### src/rtl/rc4d_pkg.sv
`timescale 1ns / 1ps

package rc4d_pkg;

  localparam int BYTE_W     = 8;
  localparam int PERM_DEPTH = 256;
  localparam int DROP_W     = 12;

  localparam logic [DROP_W-1:0] DROP_RESET = 12'd1024;

  // Input word kinds.
  localparam logic OP_KEY  = 1'b0;
  localparam logic OP_DATA = 1'b1;

  typedef enum logic [6:0] {
    ST_IDLE = 7'b0000001,
    ST_INIT = 7'b0000010,
    ST_P0   = 7'b0000100,
    ST_P1   = 7'b0001000,
    ST_P2   = 7'b0010000,
    ST_P3   = 7'b0100000,
    ST_EMIT = 7'b1000000
  } state_t;

  typedef enum logic [2:0] {
    MODE_DATA = 3'b001,
    MODE_KSA  = 3'b010,
    MODE_DROP = 3'b100
  } mode_t;

  // Commands from the controller to the datapath.
  typedef struct packed {
    logic key_wr;    // store a key word
    logic cap_item;  // capture a data word
    logic ksa_init;  // permutation to identity, i = 255, j = 0
    logic rd_a;      // read perm[i + 1]
    logic rd_b;      // read perm[j_next]
    logic rd_t;      // write perm[a], read perm[si + sj]
    logic wr_b;      // write perm[b], advance i and j
    logic ksa;       // key schedule step (adds key byte)
    logic ksa_end;   // clear i and j, load the drop counter
    logic drop_dec;  // one discarded keystream byte done
    logic key_clr;   // clear the key count
    logic out_now;   // load result from the live keystream byte
    logic ks_save;   // hold the keystream byte for later
    logic out_emit;  // load result from the held keystream byte
  } cmd_t;

  typedef struct packed {
    logic a_max;
    logic drop_zero;
    logic drop_one;
    logic out_free;
  } sts_t;

endpackage

### src/rtl/rc4d_ctrl.sv
`timescale 1ns / 1ps

module rc4d_ctrl (
  input  logic            clk,
  input  logic            rst_n,
  input  logic            in_valid,
  input  logic            in_op,
  input  logic            in_last,
  output logic            in_stall,
  output rc4d_pkg::cmd_t  cmd,
  input  rc4d_pkg::sts_t  sts
);

  import rc4d_pkg::*;

  state_t state_r, state_nxt;
  mode_t  mode_r,  mode_nxt;
  logic   accept;

  assign in_stall = (state_r != ST_IDLE);
  assign accept   = in_valid && (state_r == ST_IDLE);

  always_ff @(posedge clk) begin
    if (!rst_n) begin
      state_r <= ST_IDLE;
      mode_r  <= MODE_DATA;
    end else begin
      state_r <= state_nxt;
      mode_r  <= mode_nxt;
    end
  end

  always_comb begin
    state_nxt = state_r;
    mode_nxt  = mode_r;
    cmd       = '0;
    cmd.ksa   = (mode_r == MODE_KSA);
    case (state_r)
      ST_IDLE: begin
        if (accept) begin
          if (in_op == OP_DATA) begin
            // The first read of the swap goes out with the accept.
            cmd.cap_item = 1'b1;
            cmd.rd_a     = 1'b1;
            mode_nxt     = MODE_DATA;
            state_nxt    = ST_P1;
          end else begin
            cmd.key_wr = 1'b1;
            if (in_last) begin
              state_nxt = ST_INIT;
            end
          end
        end
      end
      ST_INIT: begin
        cmd.ksa_init = 1'b1;
        mode_nxt     = MODE_KSA;
        state_nxt    = ST_P0;
      end
      ST_P0: begin
        cmd.rd_a  = 1'b1;
        state_nxt = ST_P1;
      end
      ST_P1: begin
        cmd.rd_b  = 1'b1;
        state_nxt = ST_P2;
      end
      ST_P2: begin
        cmd.rd_t  = 1'b1;
        state_nxt = ST_P3;
      end
      ST_P3: begin
        cmd.wr_b = 1'b1;
        case (mode_r)
          MODE_KSA: begin
            if (sts.a_max) begin
              cmd.ksa_end = 1'b1;
              if (sts.drop_zero) begin
                cmd.key_clr = 1'b1;
                state_nxt   = ST_IDLE;
              end else begin
                mode_nxt  = MODE_DROP;
                state_nxt = ST_P0;
              end
            end else begin
              state_nxt = ST_P0;
            end
          end
          MODE_DROP: begin
            cmd.drop_dec = 1'b1;
            if (sts.drop_one) begin
              cmd.key_clr = 1'b1;
              state_nxt   = ST_IDLE;
            end else begin
              state_nxt = ST_P0;
            end
          end
          MODE_DATA: begin
            if (sts.out_free) begin
              cmd.out_now = 1'b1;
              state_nxt   = ST_IDLE;
            end else begin
              cmd.ks_save = 1'b1;
              state_nxt   = ST_EMIT;
            end
          end
          default: begin
            state_nxt = ST_IDLE;
          end
        endcase
      end
      ST_EMIT: begin
        if (sts.out_free) begin
          cmd.out_emit = 1'b1;
          state_nxt    = ST_IDLE;
        end
      end
      default: begin
        state_nxt = ST_IDLE;
      end
    endcase
  end

endmodule

### config.mk
export PLATFORM = sky130hd
export DESIGN_NAME = rc4d_ctrl
export DESIGN_NICKNAME = d
export VERILOG_FILES = /design/src/rtl/rc4d_pkg.sv /design/src/rtl/rc4d_ctrl.sv
export SDC_FILE = /design/constraint.sdc
export NUM_CORES = 1
export LEC_CHECK = 0
export BUFFER_PORTS_ARGS = -buffer_cell sky130_fd_sc_hd__buf_2
export CAP_MARGIN = 40
export CORE_MARGIN = 2
export CORE_UTILIZATION = 52
export DETAILED_ROUTE_END_ITERATION = 10
export GPL_ROUTABILITY_DRIVEN = 0
export GPL_TIMING_DRIVEN = 0
export PLACE_DENSITY = 0.91
export SLEW_MARGIN = 20
export SYNTH_ARGS = -nofsm -noshare
export SYNTH_HDL_FRONTEND = slang
export SYNTH_SLANG_ARGS = --single-unit
### constraint.sdc
create_clock -name clk -period 3.3 [get_ports clk]
set_input_delay 0.66 -clock clk [delete_from_list [all_inputs] [get_ports clk]]
set_output_delay 0.66 -clock clk [all_outputs]
set_load 0.01 [all_outputs]
Word-level counts from Yosys, hierarchy flattened --
Index checks and enable logic that the tools add are counted.
Word-level totals: flip-flop bits (word level) 10, input bits 9
Cells by class: equal/unequal tests 18, multiplexer cells 38, reduce and logical (&&, ||, !) cells 4
Operators with widths (number):
- 7-bit one-hot mux with 7 select lines | 1
- 7-bit two-way mux | 5
- 3-bit two-way mux | 8
- 7-bit one-hot mux with 3 select lines | 1
- 1-bit two-way mux | 16
- 2-bit inequality test, second input constant | 6
- 3-bit one-hot mux with 3 select lines | 1
- 7-bit by 1-bit == test with 1-bit output, second input constant | 1
- 7-bit by 2-bit == test with 1-bit output, second input constant | 1
- 7-bit by 3-bit == test with 1-bit output, second input constant | 1
- 7-bit by 4-bit == test with 1-bit output, second input constant | 1
- 7-bit by 5-bit == test with 1-bit output, second input constant | 1
- 7-bit by 6-bit == test with 1-bit output, second input constant | 1
- 7-bit == test, second input constant | 1
- 7-bit by 1-bit inequality test with 1-bit output, second input constant | 1
- 2-bit two-way mux | 3
- 6-bit AND reduction | 1
- 5-bit two-way mux | 1
- 1-bit one-hot mux with 2 select lines | 2
- 3-bit by 1-bit == test with 1-bit output, second input constant | 1
- 3-bit by 2-bit == test with 1-bit output, second input constant | 1
- 3-bit == test, second input constant | 1
- 3-bit inequality test, second input constant | 1
- 3-bit AND reduction | 1
- 2 further kinds | 2

Depth between registers and ports, before layout --
Gate-level depths: netlist of the first run.
depth in word-level cells 4, depth in mapped cells 6, depth with buffers taken out 5

Least setup slack after synthesis of the first run --
No wires, ideal clock.
path type reg2out, start register state_r[4], end output cmd[13] (netlist name), data arrival time 1.645 ns, slack 0.995 ns, stages on the path, launching flop included 6, path buffers 2, cell sequence dfxtp_1 > buf_6 > or4_4 > buf_6 > or2_4 > nor3b_1
RTL lines:
- start: declaration | line rc4d_ctrl.sv:16 | state_t state_r, state_nxt;
- start signal: assignment | line rc4d_ctrl.sv:28 | state_r <= state_nxt;
- end: declaration | line rc4d_ctrl.sv:10 | output rc4d_pkg::cmd_t cmd,

==> results of run 1 <==
## through the flow
step | instances | cell area [µm²]
3_3_place_gp | 122 | 883
2_1_floorplan | 85 | 754
4_1_cts | 125 | 906
5_1_grt | 125 | 906
6_report | 125 | 906
3_5_place_dp | 122 | 883
## flip-flops by register name, summed over array words and instances, names as in the netlist
signal,cells
mode_r,3
state_r,7
## cell usage after synthesis (3+ instances only)
cell,n,share of area
nor3_1,7,0.046
nor3b_1,4,0.040
o21a_1,3,0.030
nor2_1,7,0.035
dfxtp_1,10,0.27
inv_1,3,0.015
## worst reg2reg max path: stages, from the launching register on
cell	delay, ns
dfxtp_1	0.31
buf_6	0.13
nor4_2	0.29
nand3_2	0.24
or4_1	0.54
nor3b_2	0.17
## path summary, 6_finish.rpt
kind	startpoint	endpoint	slack, ns	cells after the start
setup / recovery	state_r[0]$_SDFFE_PN1P_	cmd[13]	0.69	5
hold / removal	mode_r[2]$_SDFFE_PN0P_	mode_r[2]$_SDFFE_PN0P_	0.57	2
setup reg to reg	state_r[4]$_SDFFE_PN0P_	mode_r[1]$_SDFFE_PN0P_	1.51	5
hold reg to reg	mode_r[2]$_SDFFE_PN0P_	mode_r[2]$_SDFFE_PN0P_	0.57	2
## routing by layer
metal  wire length (µm)  up-vias  global-route usage
met2                824       24               0.363
li1                   -      369                   -
met5                  0        -                   0
met4                 14        0              0.0375
met1                714      343               0.249
met3                113        2              0.0517
## area by class of cell
class | count | area [µm²]
Multi-Input combinational cell | 65 | 498
Tap cell | 15 | 18.8
Timing Repair Buffer | 22 | 110
Buffer | 7 | 45.0
Sequential cell | 10 | 200
Clock buffer | 3 | 22.5
Inverter | 3 | 11.3
Fill cell | 121 | 428
## where the power goes
group          switching, mW  internal, mW
Combinational         0.0994        0.0757
Clock                 0.0429        0.0422
Sequential           0.00619         0.134
Total                  0.149         0.251
## cell families after synthesis
| logic type | count (synthesis) | share of synthesized area |
|---|---|---|
| simple gates | 43 | 0.428 |
| compound gates | 19 | 0.197 |
| flops | 10 | 0.265 |
| buf+inv | 10 | 0.0746 |
| xor+xnor | 3 | 0.0348 |
==> key figures, run 1 <==
Clocking
  – Num CTS Buffers: 3
  – CTS root buf: clkbuf_4
  – Clk sinks: 10
  – H-tree level count: 1
  – Skew-Pair Late Insertion Delay: 0.27 ns
  – Post_cts resized: 0
  – Reg clk slew, reported paths: 0.06 ns
  – Hold-fix buffers at CTS: 0
  – CTS tree: done
  – Setup bufs post-CTS: 0
  – Maximum clock path buffer count: 2

Synth
  – Syn nets: 94
  – #FFs+latches synth: 10
  – Post-synth EDFFs: 0
  – Sequential fraction of the synthesis area: 0.265
  – Yosys warning count: 0
  – Unique masters post-synth: 46
  – Ys async rst share: 0
  – Cells after Synth: 85
  – Synthesized cell area: 754 µm²
  – Post-synth top flop: dfxtp_1
  – Avg Cell Area, Syn: 8.88 µm²

STA
  – Setup-failing EPs final: 0
  – Hold WS: 0.567 ns
  – Worst clock skew: 0.00433 ns
  – Final Cycle Share: 0.792
  – Sum of negative setup slack: 0 ns
  – Final hold vios: 0
  – Final Slew Violations: 0
  – RSZ-0062 raised after global routing: false
  – Min setup slack post-route: 0.687 ns
  – Max Freq: 383 MHz
  – Slew @ Worst Pin: 0.470 ns
  – Headroom to the max-slew limit: 0.684
  – Final min period: 2.61 ns

Layout
  – Nets: 121
  – Layout Utilization: 0.679
  – Commonest cells after routing, fill and taps aside: buf_2 (24), dfxtp_1 (10), nor2_1 (7), nor3_1 (7), nor3b_1 (4)
  – Share of layout cells above drive strength 1: 0.382
  – Number of diodes: 0
  – Commonest non-fill, non-tap cell in the layout: buf_2
  – Area Overhead vs Synth: 20.1%

Floorplan
  – Number of cell rows: 13
  – Die area: 1770 µm²
  – Io pins: 24
  – Die Wd: 42.1 µm
  – Initial Util: 0.566
  – CORE AREA: 1330 µm²
  – Die Y: 42.1 µm

Route
  – Detailed Route WL: 1.67 mm
  – DR vias: 738
  – Routed length per instance: 13.3 µm
  – Antenna viol nets, final: 0
  – Remaining DRCs: 0
  – 1st-pass router iterations: 4
  – Initial DRC count: 16
  – DR vias/cell: 5.90

Worst setup path
  – WP buf/inv: 2
  – Required time of the critical path: 2.64 ns
  – Most numerous cell on the critical path: buf_2
  – CP max-delay cell: or3b_2
  – Setup Crit Path Kind: reg -> out
  – Setup crit end kind: output pin
  – Crit path max-delay family: simple AND/OR/NAND/NOR gates
  – Crit path DAT: 1.95 ns
  – Max FO, Critical Path: 9
  – Crit path largest cell delay: 0.56 ns
  – Crit path cell chain: buf_2 > or3b_2 > or2_4 > nor3b_1 > buf_2
  – Worst setup SP type: flip-flop

Status
  – Outcome: finished, final reports clean

Power and ir drop
  – Pwr/cell area: 442 nW/µm²
  – Total power: 400 µW
  – P_leak: 0.399 nW
  – Worst vdd ir: 0.000268 V

Global route
  – GRT overflow: 0
  – Total track usage: 0.204
  – First-pass GRT wire length: 2.85 mm
  – Vias in the first global route: 662
  – Initial antenna violation count: 0
  – Largest net degree at the start of global routing: 11

Min path
  – Min-delay worst type: reg -> reg

Placed design
  – Place WS: 0.979 ns
  – HPWL Detailed: 1.29 mm
  – PortBufs: 22

Run
  – Max cap viols: 0
Note: power is estimated with default switching activity, not from simulation.
==> run 2: changes to the inputs <==
- ABC_AREA: unset -> 1
- CORE_UTILIZATION: 52 -> 49
- PLACE_DENSITY: 0.91 -> 0.87
- clock period: 3.3 -> 2.7 ns (I/O delays scaled with it)
==> run 2 against run 1 <==
  * Power up 28%
  * Highest routed layer unchanged
  * Count of clock-buffer cells in the layout unchanged
  * Largest cell class unchanged
  * Combinational power up 29%
  * Final area up 1.1%
  * Clock power up 12%
  * Critical endpoint is now cmd[10]
==> key figures, run 2 <==
Power and ir drop
  – P_leak: 0.545 nW
  – Total power: 510 µW
  – Worst vdd ir: 0.000340 V
  – Pwr/cell area: 557 nW/µm²

STA
  – Hold WS: 0.504 ns
  – Final min period: 1.97 ns
  – Sum of negative setup slack: 0 ns
  – Max Freq: 507 MHz
  – Slew @ Worst Pin: 0.271 ns
  – RSZ-0062 raised after global routing: false
  – Final hold vios: 0
  – Final Cycle Share: 0.731
  – Headroom to the max-slew limit: 0.818
  – Worst clock skew: 0.000709 ns
  – Final Slew Violations: 0
  – Setup-failing EPs final: 0

Synth
  – Compound-Gate Fraction of Synth Area: 0.0528
  – Ys async rst share: 0
  – Combinational family with the most area after synthesis: simple AND/OR/NAND/NOR gates
  – Commonest cells in the synthesized netlist: inv_1 (23), nand2_1 (20), nor2_1 (18), nand3_1 (13), dfxtp_1 (10)
  – Most area-hungry cell type in the Yosys netlist: dfxtp_1
  – Post-synth top flop: dfxtp_1
  – Mux cell area share after synthesis: 0
  – Post-Synth XOR/XNOR Area: 0
  – Most frequent cell after synthesis: inv_1
  – Synthesized cell area: 758 µm²
  – Syn nets: 125
  – Yosys top cell area share: 0.264
  – Avg Cell Area, Syn: 6.54 µm²
  – Post-synth EDFFs: 0
  – Synth Area in Simple Gates: 0.559
  – Cells after Synth: 116
  – Ranking of synthesized cells by area: dfxtp_1 (26%), inv_1 (11%), nand2_1 (9.9%)
  – Yosys warning count: 0
  – #FFs+latches synth: 10
  – Unique masters post-synth: 19
  – Adder-cell share of the synthesized area: 0
  – Sequential fraction of the synthesis area: 0.264

Floorplan
  – Die area: 1880 µm²
  – Die Wd: 43.3 µm
  – Io pins: 24
  – CORE AREA: 1470 µm²
  – Number of cell rows: 14
  – Initial Util: 0.515
  – Die Y: 43.3 µm

Worst setup path
  – Worst reg-to-reg path cell count: 8
  – Crit path largest cell delay: 0.32 ns
  – Crit path cell chain: nor2_2 > nand2_2 > nor2_8 > nand3_1 > nand2_1 > buf_2
  – CP max-delay cell: dfxtp_1
  – Required time of the critical path: 2.16 ns
  – Reg2Reg Launch Point: state_r[6]$_SDFFE_PN0P_
  – Critical Path Source: state_r[6]$_SDFFE_PN0P_
  – Setup crit end kind: output pin
  – Max FO, Critical Path: 7
  – Worst setup SP type: flip-flop
  – Crit path DAT: 1.43 ns
  – Setup Crit Path Kind: reg -> out

Route
  – DR vias: 793
  – Remaining DRCs: 0
  – 1st-pass router iterations: 4
  – DR vias/cell: 5.02
  – Routed length per instance: 10.2 µm
  – Detailed Route WL: 1.62 mm
  – Antenna viol nets, final: 0
  – Initial DRC count: 15

Clocking
  – Post_cts resized: 0
  – Setup bufs post-CTS: 0
  – H-tree level count: 1
  – Num CTS Buffers: 3
  – Reg clk slew, reported paths: 0.06 ns
  – Skew-Pair Late Insertion Delay: 0.25 ns
  – Maximum clock path buffer count: 2
  – Hold-fix buffers at CTS: 0
  – CTS root buf: clkbuf_4
  – Clk sinks: 10
  – CTS tree: done

Layout
  – Biggest regs: state_r x7, mode_r x3
  – Nets: 153
  – Number of diodes: 0
  – Largest register FFs: 7
  – Share of layout cells above drive strength 1: 0.331
  – Filler Cells Inserted: 147
  – Commonest cells after routing, fill and taps aside: inv_1 (23), buf_2 (23), nand2_1 (20)
  – Reg with most FFs: state_r
  – Area Overhead vs Synth: 20.8%

Min path
  – Min-delay worst type: in -> reg
  – Worst min-delay path startpoint: rst_n
  – Hold depth: 2

Global route
  – Vias in the first global route: 721
  – GRT overflow: 0
  – Largest net degree at the start of global routing: 11
  – Total track usage: 0.206
  – Initial antenna violation count: 0
  – First-pass GRT wire length: 2.88 mm

Status
  – Outcome: finished, final reports clean

Run
  – Max cap viols: 0

Placed design
  – HPWL Detailed: 1.38 mm
  – PortBufs: 23
==> run 2: cell count changes after synthesis, moves of 4 or more <==
cell | previous run | this run
inv_1 | 3 | 23
nor3_1 | 7 | 2
a21oi_1 | 1 | 5
nand2_1 | 2 | 20
nor2_1 | 7 | 18
nand2_2 | 0 | 4
nor2_2 | 0 | 4
nand3_1 | 0 | 13
==> run 2: routing by layer <==
layer	wire length [µm]	vias up	part of all wire	track usage
met1	655	352	0.41	0.230
li1	-	409	-	-
met4	36	0	0.022	0.109
met2	851	28	0.53	0.376
met5	0	-	0	0
met3	73	4	0.045	0.0250
==> run 2: cell type report <==
cell class | count | area (µm²) | area share
clock buffers | 3 | 22.5 | 0.0246
inverters | 25 | 93.8 | 0.102
multi-input cells | 81 | 464 | 0.507
flip-flops and latches | 10 | 200 | 0.219
well taps | 16 | 20.0 | 0.0219
repair buffers | 23 | 115 | 0.126
==> run 2: path summary, 6_finish.rpt <==
kind,slack [ns],to
worst min register to register,0.52,mode_r[0]$_SDFFE_PN1P_
worst max register to register,1.42,state_r[0]$_SDFFE_PN1P_
worst max-delay path,0.73,cmd[10]
worst min-delay path,0.50,mode_r[0]$_SDFFE_PN1P_
==> run 2: kinds of logic after synthesis <==
family | after synthesis
simple gates | 74
flops | 10
compound gates | 7
buf+inv | 25
==> run 2: worst max-delay path, delay by kind of cell (launching register included) <==
| kind | cells | cell delay [ns] |
|---|---|---|
| flip-flops | 1 | 0.32 |
| AND/OR/NAND/NOR | 5 | 0.74 |
| buffers and inverters | 1 | 0.12 |
==> run 2: power by group <==
part | internal [mW] | total (mW) | leakage [nW] | switching, mW
Combinational | 0.0826 | 0.225 | 0.449 | 0.142
Sequential | 0.167 | 0.190 | 0.0817 | 0.0232
Clock | 0.0511 | 0.0956 | 0.0138 | 0.0444
==> run 2: per-stage QoR <==
step	area [µm²]	worst slack, ns	utilization	cells
3_5_place_dp	893	0.999	0.607	155
3_3_place_gp	893	1.01	0.607	155
6_report	916	0.727	0.622	158
4_1_cts	916	0.710	0.622	158
5_1_grt	916	0.584	0.622	158
2_1_floorplan	758	1.17	-	116
==> run 3: changes to the inputs <==
- ABC_AREA: 1 -> 0
- CORE_UTILIZATION: 49 -> 44
- PLACE_DENSITY: 0.87 -> 0.83
- clock period: 2.7 -> 1.7 ns (I/O delays scaled with it)
==> run 3 against run 2 <==
  * The flow now finishes with violations (setup timing)
  * Global-route usage rose by 0.53 points
  * Worst hold slack got worse by 0.093 ns
  * Final area rose by 18%
  * Highest routed layer unchanged
==> key figures, run 3 (same netlist as run 1, synthesis figures left out) <==
Power and ir drop
  – Worst vdd ir: 0.000677 V
  – P_leak: 0.472 nW
  – Pwr/cell area: 901 nW/µm²

Placed design
  – Place WS: -0.240 ns
  – Placed insts: 123
  – HPWL Detailed: 1.30 mm
  – Placed cell areas: 898 µm²
  – PortBufs: 22

Run
  – Max cap viols: 0

Global route
  – Largest net degree at the start of global routing: 11
  – Initial antenna violation count: 0
  – Total track usage: 0.211
  – GRT overflow: 0
  – First-pass GRT wire length: 3.06 mm
  – Vias in the first global route: 688

Clocking
  – CTS tree: done
  – Num CTS Buffers: 3
  – Maximum clock path buffer count: 2
  – CTS root buf: clkbuf_4
  – Reg clk slew, reported paths: 0.08 ns
  – Clk sinks: 10
  – H-tree level count: 1
  – Skew-Pair Late Insertion Delay: 0.28 ns

Layout
  – Layout Utilization: 0.692
  – Reg with most FFs: state_r
  – Number of diodes: 0
  – Non-Filler Instances: 136
  – Commonest cells after routing, fill and taps aside: buf_2 (21), buf_4 (13), nor2_1 (7)
  – Commonest non-fill, non-tap cell in the layout: buf_2
  – Area Overhead vs Synth: 43.0%
  – Share of layout cells above drive strength 1: 0.558
  – Nets: 130
  – Design Area, Final: 1080 µm²
  – Biggest regs: state_r x7, mode_r x3
  – Largest register FFs: 7

Floorplan
  – Die area: 2060 µm²
  – Initial Util: 0.484
  – Io pins: 24
  – CORE AREA: 1560 µm²
  – Number of cell rows: 14
  – Die Wd: 45.4 µm
  – Die Y: 45.4 µm

STA
  – Final min period: 2.15 ns
  – Final hold vios: 0
  – Slew @ Worst Pin: 0.457 ns
  – Final Cycle Share: 1.26
  – RSZ-0062 raised after global routing: true
  – Worst clock skew: 0.00619 ns
  – Final Slew Violations: 0
  – Setup-failing EPs final: 18
  – Max Freq: 465 MHz
  – Headroom to the max-slew limit: 0.694
  – Min setup slack post-route: -0.449 ns

Worst setup path
  – Worst reg-to-reg path cell count: 6
  – Crit path DAT: 1.81 ns
  – Worst setup SP type: flip-flop
  – Setup Crit Path Kind: reg -> out
  – Required time of the critical path: 1.36 ns
  – Max FO, Critical Path: 5
  – Setup crit end kind: output pin

Route
  – 1st-pass router iterations: 4
  – Detailed Route WL: 2.15 mm
  – Routed length per instance: 15.8 µm
  – DR vias/cell: 5.94
  – Remaining DRCs: 0
  – Initial DRC count: 23
  – Antenna viol nets, final: 0
  – DR vias: 808

Status
  – Failing checks: setup timing
  – Outcome: finished with violations

Min path
  – Hold depth: 3
  – Min-delay worst type: in -> reg
==> run 3: path summary, 6_finish.rpt <==
kind / start / end / slack, ns
max: state_r[6]$_SDFFE_PN0P_ / cmd[13] / -0.45
min: sts[2] / mode_r[2]$_SDFFE_PN0P_ / 0.41
max reg2reg: state_r[4]$_SDFFE_PN0P_ / mode_r[1]$_SDFFE_PN0P_ / -0.24
min reg2reg: mode_r[2]$_SDFFE_PN0P_ / mode_r[2]$_SDFFE_PN0P_ / 0.55
==> run 3: timing repair <==
item	in CTS	in global routing
pin swaps	7	8
resized for setup	9	11
buffers inserted	6	8
hold buffers	0	0
setup endpoints to repair	18	19
==> run 3: report_power, final <==
part           internal [mW]  switching [mW]
clock                  0.130          0.0987
combinational          0.229           0.205
sequential             0.258          0.0497
==> run 3: layer usage <==
metal | GRT usage | vias up | part of all wire | wire (µm)
met3 | 0.0437 | 6 | 0.054 | 116
li1 | - | 392 | - | -
met5 | 0 | - | 0 | 0
met4 | 0.182 | 0 | 0.030 | 65
met1 | 0.280 | 383 | 0.39 | 832
met2 | 0.285 | 27 | 0.53 | 1140
==> run 3: metrics by stage <==
stage / power (mW) / setup TNS (ns) / hold WS, ns
floorplan: 0.557 / -0.275 / 0.495
global placement: 0.622 / -0.914 / 0.525
detailed placement: 0.631 / -1.08 / 0.538
CTS: 0.914 / -4.09 / 0.397
global route: 1.02 / -5.79 / 0.425
finish: 0.971 / -4.92 / 0.412
==> run 3: worst max-delay path: stages, from the launching register on <==
cell     delay [ns]
dfxtp_4        0.37
or4_4          0.60
or2_4          0.27
nor3b_4        0.15
buf_2          0.14
==> run 3: final cells by class <==
cell class                 instances  area, µm²
multi-input combinational         65        558
buffer                             2       16.3
tap                               16       20.0
timing repair buffer              36        225
inverter                           3       11.3
fill                             120        480
clock buffer                       4       36.3
sequential                        10        211
